===== config.mk =====
export PLATFORM = sky130hd
export DESIGN_NAME = calibrated_pot_conditioner
export DESIGN_NICKNAME = d
export VERILOG_FILES = /design/src/rtl/core/cpc_pkg.sv /design/src/rtl/core/calibrated_pot_conditioner.sv
export SDC_FILE = /design/constraint.sdc
export NUM_CORES = 1
export LEC_CHECK = 0
export BUFFER_PORTS_ARGS = -buffer_cell sky130_fd_sc_hd__buf_2
export CAP_MARGIN = 40
export CORE_ASPECT_RATIO = 2
export CORE_MARGIN = 5
export CORE_UTILIZATION = 55
export CTS_CLUSTER_SIZE = 30
export DETAILED_ROUTE_END_ITERATION = 12
export PLACE_DENSITY = 0.8
export SETUP_SLACK_MARGIN = 0.5
export SLEW_MARGIN = 20
export SYNTH_ARGS = -nofsm -noshare
export SYNTH_HDL_FRONTEND = slang
export SYNTH_SLANG_ARGS = --single-unit

===== constraint.sdc =====
create_clock -name i_clk -period 4.5 [get_ports i_clk]
set_input_delay 0.45 -clock i_clk [delete_from_list [all_inputs] [get_ports i_clk]]
set_output_delay 0.45 -clock i_clk [all_outputs]
set_load 0.02 [all_outputs]

===== src/rtl/core/cpc_pkg.sv =====
// Package for the calibrated potentiometer conditioner.
// Field widths, scaling constants, op and event codes, sequencer states.
// No dependencies.
package cpc_pkg;

    // field widths
    localparam int OP_W    = 2;
    localparam int SMP_W   = 10;
    localparam int EV_W    = 2;
    localparam int LVL_W   = 7;
    localparam int NUM_W   = 2 * SMP_W;
    localparam int CNT_W   = 4;

    // scaling and threshold constants
    localparam logic [SMP_W-1:0] FULL_SCALE  = 10'd1023;
    localparam logic [SMP_W-1:0] CAL_MIDPT   = 10'd511;
    localparam logic [SMP_W:0]   MOVE_STEP   = 11'd8;
    localparam logic [CNT_W-1:0] DIV_LAST    = CNT_W'(SMP_W - 1);

    // op codes of an input request
    localparam logic [OP_W-1:0] OP_READ = 2'd0;
    localparam logic [OP_W-1:0] OP_CAL  = 2'd1;
    localparam logic [OP_W-1:0] OP_LOAD = 2'd2;

    // result event codes
    localparam logic [EV_W-1:0] EV_NONE    = 2'd0;
    localparam logic [EV_W-1:0] EV_CONTROL = 2'd1;
    localparam logic [EV_W-1:0] EV_PRESS   = 2'd2;
    localparam logic [EV_W-1:0] EV_RELEASE = 2'd3;

    // sequencer states, one-hot
    typedef enum logic [4:0] {
        S_IDLE = 5'b00001,
        S_PREP = 5'b00010,
        S_LOAD = 5'b00100,
        S_DIV  = 5'b01000,
        S_FIN  = 5'b10000
    } t_state;

endpackage


===== src/rtl/core/calibrated_pot_conditioner.sv =====
// Calibrated potentiometer conditioner: rescale, dead band, button events.
// Depends on cpc_pkg; the divide is a one-bit-per-cycle restoring loop.
//
//  channel   dir  handshake                   payload
//  input     in   i_in_valid / o_in_ready     i_op, i_sample, i_load_low, i_load_high
//  output    out  o_out_valid / i_out_ready   o_event_res, o_value, o_low_bound,
//                                             o_high_bound, o_calibrating
//  config    in   i_cfg_valid / o_cfg_ready   i_cfg_data (button_mode)
//
// A read request passes through the set-up states S_PREP and S_LOAD, the restoring
// divider (one quotient bit per step, ten bits in all) and the finish state S_FIN;
// the next request is taken in the cycle after the finish. Equal bounds, a sample
// on the lower bound, a negative ratio and clamped reads skip the divider;
// calibrate and load requests go straight to the finish state. One request at a time.
// Reset (i_rst_n low, synchronous) restores the bounds to 0..1023 and resets the
// tracking state. A stalled result holds the finish step; a new request is taken
// as soon as the result sits in the output register.
module calibrated_pot_conditioner (
    input  logic                        i_clk,
    input  logic                        i_rst_n,
    input  logic                        i_in_valid,
    output logic                        o_in_ready,
    input  logic [cpc_pkg::OP_W-1:0]    i_op,
    input  logic [cpc_pkg::SMP_W-1:0]   i_sample,
    input  logic [cpc_pkg::SMP_W-1:0]   i_load_low,
    input  logic [cpc_pkg::SMP_W-1:0]   i_load_high,
    output logic                        o_out_valid,
    input  logic                        i_out_ready,
    output logic [cpc_pkg::EV_W-1:0]    o_event_res,
    output logic [cpc_pkg::LVL_W-1:0]   o_value,
    output logic [cpc_pkg::SMP_W-1:0]   o_low_bound,
    output logic [cpc_pkg::SMP_W-1:0]   o_high_bound,
    output logic                        o_calibrating,
    input  logic                        i_cfg_valid,
    output logic                        o_cfg_ready,
    input  logic                        i_cfg_data
);
    import cpc_pkg::*;

    // sequencer and configuration
    t_state              r_state, n_state;
    logic                r_button_mode;

    // latched request
    logic [OP_W-1:0]     r_op;
    logic [SMP_W-1:0]    r_sample, r_load_low, r_load_high;

    // divider datapath
    logic [SMP_W-1:0]    r_dmag, n_dmag;
    logic [SMP_W-1:0]    r_den, n_den;
    logic                r_qzero, n_qzero;
    logic [SMP_W-1:0]    r_rem, n_rem;
    logic [SMP_W-1:0]    r_lo, n_lo;
    logic [CNT_W-1:0]    r_cnt, n_cnt;

    // tracking state
    logic [SMP_W-1:0]    r_last, n_last;
    logic [LVL_W-1:0]    r_prior, n_prior;
    logic                r_started, n_started;
    logic [SMP_W-1:0]    r_cal_low, n_cal_low;
    logic [SMP_W-1:0]    r_cal_high, n_cal_high;

    // output register
    logic                r_out_valid;
    logic [EV_W-1:0]     r_event, n_event;
    logic [LVL_W-1:0]    r_value, n_value;

    // combinational helpers
    logic                in_acc, out_free, fin_go;
    logic [SMP_W:0]      d_diff, den_diff;
    logic [NUM_W-1:0]    num;
    logic [SMP_W:0]      trial, trial_sub;
    logic                trial_ge;
    logic [SMP_W:0]      move;
    logic                moved;
    logic [LVL_W-1:0]    level;

    assign o_in_ready  = (r_state == S_IDLE);
    assign o_cfg_ready = (r_state == S_IDLE) && !r_out_valid;
    assign in_acc      = i_in_valid && o_in_ready;
    assign out_free    = !r_out_valid || i_out_ready;
    assign fin_go      = (r_state == S_FIN) && out_free;

    // set-up arithmetic: differences, magnitudes and the scaled numerator
    assign d_diff   = {1'b0, r_sample} - {1'b0, r_cal_low};
    assign den_diff = {1'b0, r_cal_high} - {1'b0, r_cal_low};
    assign num      = {r_dmag, {SMP_W{1'b0}}} - {{SMP_W{1'b0}}, r_dmag};

    // one restoring divide step
    assign trial     = {r_rem, r_lo[SMP_W-1]};
    assign trial_sub = trial - {1'b0, r_den};
    assign trial_ge  = (trial >= {1'b0, r_den});

    // dead band check on the finished quotient
    assign move  = {1'b0, r_last} - {1'b0, r_lo};
    assign moved = ($signed(move) >= $signed(MOVE_STEP))
                || ($signed(move) <= -$signed(MOVE_STEP));
    assign level = r_lo[SMP_W-1:SMP_W-LVL_W];

    // next-state logic
    always_comb begin
        n_state    = r_state;
        n_dmag     = r_dmag;
        n_den      = r_den;
        n_qzero    = r_qzero;
        n_rem      = r_rem;
        n_lo       = r_lo;
        n_cnt      = r_cnt;
        n_last     = r_last;
        n_prior    = r_prior;
        n_started  = r_started;
        n_cal_low  = r_cal_low;
        n_cal_high = r_cal_high;
        n_event    = r_event;
        n_value    = r_value;

        case (r_state)
            S_IDLE: begin
                if (in_acc) begin
                    n_state = (i_op == OP_READ) ? S_PREP : S_FIN;
                end
            end
            S_PREP: begin
                // magnitudes; a non-positive quotient or a zero divisor clamps to zero
                n_dmag  = d_diff[SMP_W] ? SMP_W'(-d_diff) : d_diff[SMP_W-1:0];
                n_den   = den_diff[SMP_W] ? SMP_W'(-den_diff) : den_diff[SMP_W-1:0];
                n_qzero = (den_diff == '0) || (d_diff == '0)
                       || (d_diff[SMP_W] != den_diff[SMP_W]);
                n_state = S_LOAD;
            end
            S_LOAD: begin
                if (r_qzero) begin
                    n_lo    = '0;
                    n_state = S_FIN;
                end else if (num[NUM_W-1:SMP_W] >= r_den) begin
                    // quotient would exceed full scale
                    n_lo    = FULL_SCALE;
                    n_state = S_FIN;
                end else begin
                    n_rem   = num[NUM_W-1:SMP_W];
                    n_lo    = num[SMP_W-1:0];
                    n_cnt   = '0;
                    n_state = S_DIV;
                end
            end
            S_DIV: begin
                // numerator bits shift out, quotient bits shift in
                n_rem = trial_ge ? trial_sub[SMP_W-1:0] : trial[SMP_W-1:0];
                n_lo  = {r_lo[SMP_W-2:0], trial_ge};
                n_cnt = r_cnt + 1'b1;
                if (r_cnt == DIV_LAST) begin
                    n_state = S_FIN;
                end
            end
            S_FIN: begin
                if (out_free) begin
                    n_event = EV_NONE;
                    n_value = '0;
                    case (r_op)
                        OP_READ: begin
                            if (moved) begin
                                n_last = {r_lo[SMP_W-1:3], 3'b000};
                                if (!r_button_mode) begin
                                    n_event = EV_CONTROL;
                                    n_value = level;
                                end else if (level[LVL_W-1] && !r_prior[LVL_W-1]) begin
                                    n_prior = level;
                                    n_event = EV_PRESS;
                                end else if (!level[LVL_W-1] && r_prior[LVL_W-1]) begin
                                    n_prior = level;
                                    n_event = EV_RELEASE;
                                end
                            end
                        end
                        OP_CAL: begin
                            if ((r_sample > CAL_MIDPT) && !r_started) begin
                                n_started  = 1'b1;
                                n_cal_high = r_sample;
                                n_cal_low  = CAL_MIDPT;
                            end else if (r_started && (r_sample > r_cal_high)) begin
                                n_cal_high = r_sample;
                            end else if (r_started && (r_sample < r_cal_low)) begin
                                n_cal_low = r_sample;
                            end
                        end
                        OP_LOAD: begin
                            n_cal_low  = r_load_low;
                            n_cal_high = r_load_high;
                        end
                        default: begin
                            n_event = EV_NONE;
                        end
                    endcase
                    n_state = S_IDLE;
                end
            end
            default: begin
                n_state = S_IDLE;
            end
        endcase
    end

    // control and tracking registers
    always_ff @(posedge i_clk) begin
        if (!i_rst_n) begin
            r_state       <= S_IDLE;
            r_button_mode <= 1'b0;
            r_out_valid   <= 1'b0;
            r_last        <= '0;
            r_prior       <= LVL_W'(1);
            r_started     <= 1'b0;
            r_cal_low     <= '0;
            r_cal_high    <= FULL_SCALE;
        end else begin
            r_state    <= n_state;
            r_last     <= n_last;
            r_prior    <= n_prior;
            r_started  <= n_started;
            r_cal_low  <= n_cal_low;
            r_cal_high <= n_cal_high;
            if (i_cfg_valid && o_cfg_ready) begin
                r_button_mode <= i_cfg_data;
            end
            if (fin_go) begin
                r_out_valid <= 1'b1;
            end else if (i_out_ready) begin
                r_out_valid <= 1'b0;
            end
        end
    end

    // payload registers
    always_ff @(posedge i_clk) begin
        if (in_acc) begin
            r_op        <= i_op;
            r_sample    <= i_sample;
            r_load_low  <= i_load_low;
            r_load_high <= i_load_high;
        end
        r_dmag  <= n_dmag;
        r_den   <= n_den;
        r_qzero <= n_qzero;
        r_rem   <= n_rem;
        r_lo    <= n_lo;
        r_cnt   <= n_cnt;
        r_event <= n_event;
        r_value <= n_value;
    end

    // outputs; bounds hold while a result waits since the next finish needs it taken
    assign o_out_valid   = r_out_valid;
    assign o_event_res   = r_event;
    assign o_value       = r_value;
    assign o_low_bound   = r_cal_low;
    assign o_high_bound  = r_cal_high;
    assign o_calibrating = r_started;

    // checks
    a_valid_from_fin: assert property (@(posedge i_clk) disable iff (!i_rst_n)
        $rose(r_out_valid) |-> $past(r_state == S_FIN))
        else $error("result raised outside the finish step");

    a_control_analog: assert property (@(posedge i_clk) disable iff (!i_rst_n)
        (r_out_valid && r_event == EV_CONTROL) |-> !r_button_mode)
        else $error("control value emitted in button mode");

    a_value_zero: assert property (@(posedge i_clk) disable iff (!i_rst_n)
        (r_out_valid && r_event != EV_CONTROL) |-> (r_value == '0))
        else $error("value not zero without a control event");

    a_div_count: assert property (@(posedge i_clk) disable iff (!i_rst_n)
        (r_state == S_DIV) |-> (r_cnt <= DIV_LAST))
        else $error("divide counter out of range");

    a_rem_below_den: assert property (@(posedge i_clk) disable iff (!i_rst_n)
        (r_state == S_DIV) |-> (r_rem < r_den))
        else $error("partial remainder not below divisor");

endmodule

Word level (Yosys, flattened, before mapping)
Cells that the tools add are included.
{ "classes": {"n_mux": 33, "add_sub_neg": 8, "bitwise": 2, "n_eq_ne": 17, "reduce_logical": 36, "n_lt_le_gt_ge": 7} }
{ "op_table": {"columns": ["op", "n"], "rows": [
  ["$mux 10", 12],
  ["$pmux 10 s2", 4],
  ["$sub 10x10->11", 3],
  ["$mux 5", 6],
  ["$pmux 5 s5", 1],
  ["$logic_not 11->1", 2],
  ["$neg 10->10", 2],
  ["$sub 20x10->20", 1],
  ["$mux 7", 2],
  ["$reduce_and 4->1", 3],
  ["$ge 11x10->1", 1],
  ["$ge 11x5->1 const B", 1],
  ["$le 11x4->1 const B", 1],
  ["$ge 10x10->1", 1],
  ["$gt 10x10->1", 1],
  ["$gt 10x9->1 const B", 1],
  ["$lt 10x10->1", 1],
  ["$sub 10x10->10", 1],
  ["$logic_and 1x1->1", 9],
  ["$ne 3x3->1 const B", 3],
  ["$reduce_and 3->1", 3],
  ["$mux 4", 2],
  ["$ne 2x2->1 const B", 4],
  ["$pmux 4 s2", 1],
  ["22 further kinds", 37]
]} }
{ "totals": {"out_inout_bits": 33, "elab_cells": 124, "input_bits": 38, "ff_bits": 128} }

Longest topological paths before layout
{ "depth": {"ltp_word": 6, "ltp_mapped": 14, "mapped_depth_nobuf": 13} }

Worst setup path before layout
Ideal clock, no wire load.
{ "synth_timing": {"path_kind": "register -> register", "from": "reg r_dmag[2]", "to": "reg r_cnt[0], enable pin", "path_stages_with_launch": 11, "arrival_ns": 3.069, "period_less_slack_ns": 3.396, "setup_slack_ns": 1.104, "path_buffers": 0, "required_time_ns": 4.173, "setup_time_ns": 0.327, "cell_sequence": "edfxtp_1 -> or3_1 -> or3_1 -> o21ai_0 -> ha_1 -> a21o_1 -> a21o_1 -> a2111oi_0 -> o21ai_0 -> a211oi_1 -> or2_2"} }
{ "synth_via": {"elab_chain_len": 4} }
{ "synth_rtl": {"columns": ["item", "line_no", "source"], "rows": [
  ["start, declared", "calibrated_pot_conditioner.sv:49", "logic [SMP_W-1:0] r_dmag, n_dmag;"],
  ["start signal, assigned", "calibrated_pot_conditioner.sv:240", "r_dmag <= n_dmag;"],
  ["$sub 20x10->20", "calibrated_pot_conditioner.sv:87", "assign num = {r_dmag, {SMP_W{1'b0}}} - {{SMP_W{1'b0}}, r_dmag};"],
  ["$ge 10x10->1", "calibrated_pot_conditioner.sv:135", "end else if (num[NUM_W-1:SMP_W] >= r_den) begin"],
  ["$ne 2x2->1 (no source line)", null, null],
  ["$reduce_and 3->1 (no source line)", null, null],
  ["end signal, assigned", "calibrated_pot_conditioner.sv:245", "r_cnt <= n_cnt;"],
  ["end, declared", "calibrated_pot_conditioner.sv:54", "logic [CNT_W-1:0] r_cnt, n_cnt;"]
]} }
No other way between the ends.
A chain may end at the register's enable or synchronous reset.

Worst setup path in the final report
{ "layout_timing": {"from": "reg r_dmag[2]", "to": "reg r_rem[1], enable pin"} }
{ "layout_via": {"elab_chain_len": 4} }
{ "layout_rtl": {"columns": ["item", "line_no", "source"], "rows": [
  ["$sub 20x10->20", "calibrated_pot_conditioner.sv:87", null],
  ["$ge 10x10->1", "calibrated_pot_conditioner.sv:135", null],
  ["$ne 2x2->1 (no source line)", null, null],
  ["$reduce_and 3->1 (no source line)", null, null],
  ["end signal, assigned", "calibrated_pot_conditioner.sv:243", "r_rem <= n_rem;"],
  ["end, declared", "calibrated_pot_conditioner.sv:52", "logic [SMP_W-1:0] r_rem, n_rem;"]
]} }
No other way between the ends.

==> flow_summary.ini <==
[status]
status = completed

[synthesis]
ys_ff_latch = 122
synth_area_um2 = 7860
async_reset_ff_share_pct = 0
synth.distinct_cells = 71
synth_flop_cell = edfxtp_1
synth_cells = 797
syn_avg_cell_area_um2 = 9.86
synth_compound_area_share_pct = 17.4
synth_top_family_by_area = compound AO/OA/AOI/OAI gates
yosys_warnings = 0
synth_area_leaders = edfxtp_1, ha_1, dfxtp_1
synth_xor_area_share_pct = 6.35
synth_simple_gate_area_share_pct = 15.4
yosysTopAreaCell = edfxtp_1
synth_edf_count = 86
synth.area.mux_share_pct = 3.34
yosys.area.top_type_share_pct = 32.9
synth-adder-area-share_pct = 11.0
synth_nets = 902
seq_area_frac_synth_pct = 42.0

[sta]
setup_viol = 0
grt_setup_unrepaired = no
min_period_ps = 3790
finalSetupTns_ps = 0
slew_viol_final = 0
period_share_pct = 84.1
slew_headroom_pct = 46.7
skew_ps = 12.2
finalHoldViolCount = 0
timing.hold.ws_ps = 196
worst_slew_pin_slew_ps = 800
max_freq_ghz = 0.264

[finish]
final_layout_size_suffix_gt1_share_pct = 16.0
area.growth.synth_to_final_pct = 14.8
final_nets = 969
utilization_pct = 64.6
diodes = 0

[pwr]
powerDensity_nw_per_um2 = 311
leakagePower_uw = 0.00362
ir_drop_mv = 0.455

[die]
die_h_um = 179
die_x_um = 94.5
coreArea_um2 = 14000
start_util_pct = 56.3
rows = 61
pin_count = 71
die_area_um2 = 16900

[routing]
wl_per_cell_um = 18.5
totalWireLength_um = 19700
ant_nets = 0
drc = 0
vias = 6445
dr.pass1.iters = 5
drt_iter0_markers = 271
viasPerCell = 6.05

[critical_path]
cpLargestDelayFamily = compound AO/OA/AOI/OAI gates
r2r_end = r_rem[1]$_DFFE_PP_
critPathArrivalTime_ps = 3910
max_stage_delay_ps = 490
required_ps = 4620
ff2ff_path_depth = 11
critPathMaxFanout = 12
ff2ff_setup_slack_ps = 710
startpoint_type = flop
slowest_stage = edfxtp_1
worstPathCellList = or3_1 -> or3_1 -> o21ai_0 -> ha_1 -> a21o_1 -> a21o_1 -> a2111oi_1 -> o21ai_0 -> buf_4 -> a211oi_2 -> or2_4
cp.buffers_inverters = 1
path_class = flop to flop
end_kind = flop
r2r_start = r_dmag[2]$_DFFE_PP_

[clock_tree]
path_clk_slew_ps = 60
cts.sinks = 122
clockBufferDepth = 2
cts_tree = built
h-tree-depth = 4
cts_hold_buf = 0
cts_buffers = 17
cts_root_buffer = clkbuf_16
clk_latency_ps = 430

[global_routing]
grt_pass1_wl_um = 30700
first_global_vias = 6430
antenna_found_initial = 0
grt_use_total_pct = 24.1
grt_overflow_total = 0
grt_max_degree = 51

[min_path]
hp-start = i_load_low[9]
min_to = r_load_low[9]$_DFFE_PP_
hold_path_depth = 1
hp-class = input pin to flop

[run]
cap_viol_max_count = 0

[placed_design]
portBuffers = 70
gp_congestion = 0.953
place_hpwl_um = 15400
[sequential cells by signal, indices dropped and copies added, names as in the netlist]
signal         flops
r_lo              10
r_op               2
r_qzero            1
o_out_valid        1
r_load_high       10
o_value            7
r_state            5
o_event_res        2
r_sample          10
r_button_mode      1
o_calibrating      1
r_dmag            10
r_rem             10
r_last             7
o_high_bound      10
r_cnt              4
o_low_bound       10
r_prior            1
r_load_low        10
r_den             10
[metal layers]
layer / track usage, % / vias to the layer above / wire (um)
met2: 46.7 / 205 / 11100
met1: 20.3 / 3050 / 6120
met4: 20.0 / 0 / 1730
li1: - / 3103 / -
met3: 3.91 / 87 / 705
met5: 0 / - / 0
[cell type report]
| type | instances | area (um2) |
|---|---|---|
| Tap cell | 189 | 236 |
| Clock inverter | 14 | 136 |
| Sequential cell | 122 | 3300 |
| Clock buffer | 18 | 429 |
| Multi-Input combinational cell | 585 | 4250 |
| Inverter | 58 | 218 |
| Fill cell | 1074 | 4940 |
| Timing Repair Buffer | 80 | 457 |
[cells by family (layout without fill, tap and decap cells)]
family | count (synthesis) | count (layout)
AO/OA/AOI/OAI | 197 | 197
flip-flops | 122 | 122
multiplexers | 26 | 26
XOR/XNOR | 57 | 57
buffers and inverters | 91 | 170
adder cells (fa/ha/maj) | 67 | 67
AND/OR/NAND/NOR | 237 | 238
[how the worst max path moves through the flow]
stage,startpoint,to,slack (ps),cells past startpoint
final,r_dmag[2]$_DFFE_PP_,r_rem[1]$_DFFE_PP_,710,11
after global routing,r_dmag[2]$_DFFE_PP_,r_rem[1]$_DFFE_PP_,560,11
after CTS,r_dmag[2]$_DFFE_PP_,r_rem[1]$_DFFE_PP_,510,11
after detailed placement,r_dmag[3]$_DFFE_PP_,r_rem[6]$_DFFE_PP_,480,13
after global placement,r_dmag[3]$_DFFE_PP_,r_rem[6]$_DFFE_PP_,540,13
after floorplan,r_dmag[2]$_DFFE_PP_,r_cnt[0]$_SDFFCE_PN0P_,1100,10
[per-stage QoR]
stage | setup WS, ps | std cells | power, uW | cell area, um2
after global routing | 556 | 1066 | 2900 | 9020
after floorplan | 1100 | 797 | 1460 | 7860
after CTS | 515 | 1064 | 2820 | 8970
final | 715 | 1066 | 2810 | 9020
after global placement | 540 | 1030 | 1520 | 8380
after detailed placement | 484 | 1032 | 1520 | 8400
[where the power goes]
part	switching (uW)	internal (uW)	total [uW]
logic	143	103	246
clock network	531	770	1300
registers	24.9	1240	1260
[Yosys cell counts (4+ instances only)]
library cell / instances
mux2i_1: 24
o22ai_1: 8
o211ai_1: 23
edfxtp_1: 86
buf_2: 4
nor3_1: 21
nor2b_1: 11
o31ai_1: 4
nor2_1: 35
xor2_1: 21
a211oi_1: 8
nand2b_1: 18
o221ai_1: 10
a21o_1: 21
clkbuf_1: 26
or2_2: 11
nand2_1: 74
xnor2_1: 36
or3_1: 7
ha_1: 64
a31oi_1: 10
dfxtp_1: 36
o21ai_0: 29
nand3_1: 18
o21a_1: 8
a21oi_1: 39
inv_1: 58
nand4_1: 13
[repair_timing]
item,CTS,global route
buffers inserted,0,0
endpoints found under the hold margin,0,0
endpoints found under the setup margin,14,14
resized for setup,1,5
cloned,0,1
pin swaps,0,1
[placed cells by master, fill, tap and decap left out, types with 10 or more instances in the layout]
cell       Yosys  routed
mux2i_1       24      24
xnor2_1       36      36
or2_2         11      10
xor2_1        21      21
nor2b_1       11      11
nor2_1        35      35
buf_2          4      70
edfxtp_1      86      86
o221ai_1      10      10
ha_1          64      64
nand4_1       13      13
a31oi_1       10      10
a21oi_1       39      39
nand2_1       74      74
o211ai_1      23      23
nand3_1       18      18
a21o_1        21      21
inv_1         58      58
nand2b_1      18      18
clkbuf_16      0      17
nor3_1        21      20
dfxtp_1       36      36
o21ai_0       29      28
No activity file was read; power rests on OpenSTA's default activity.
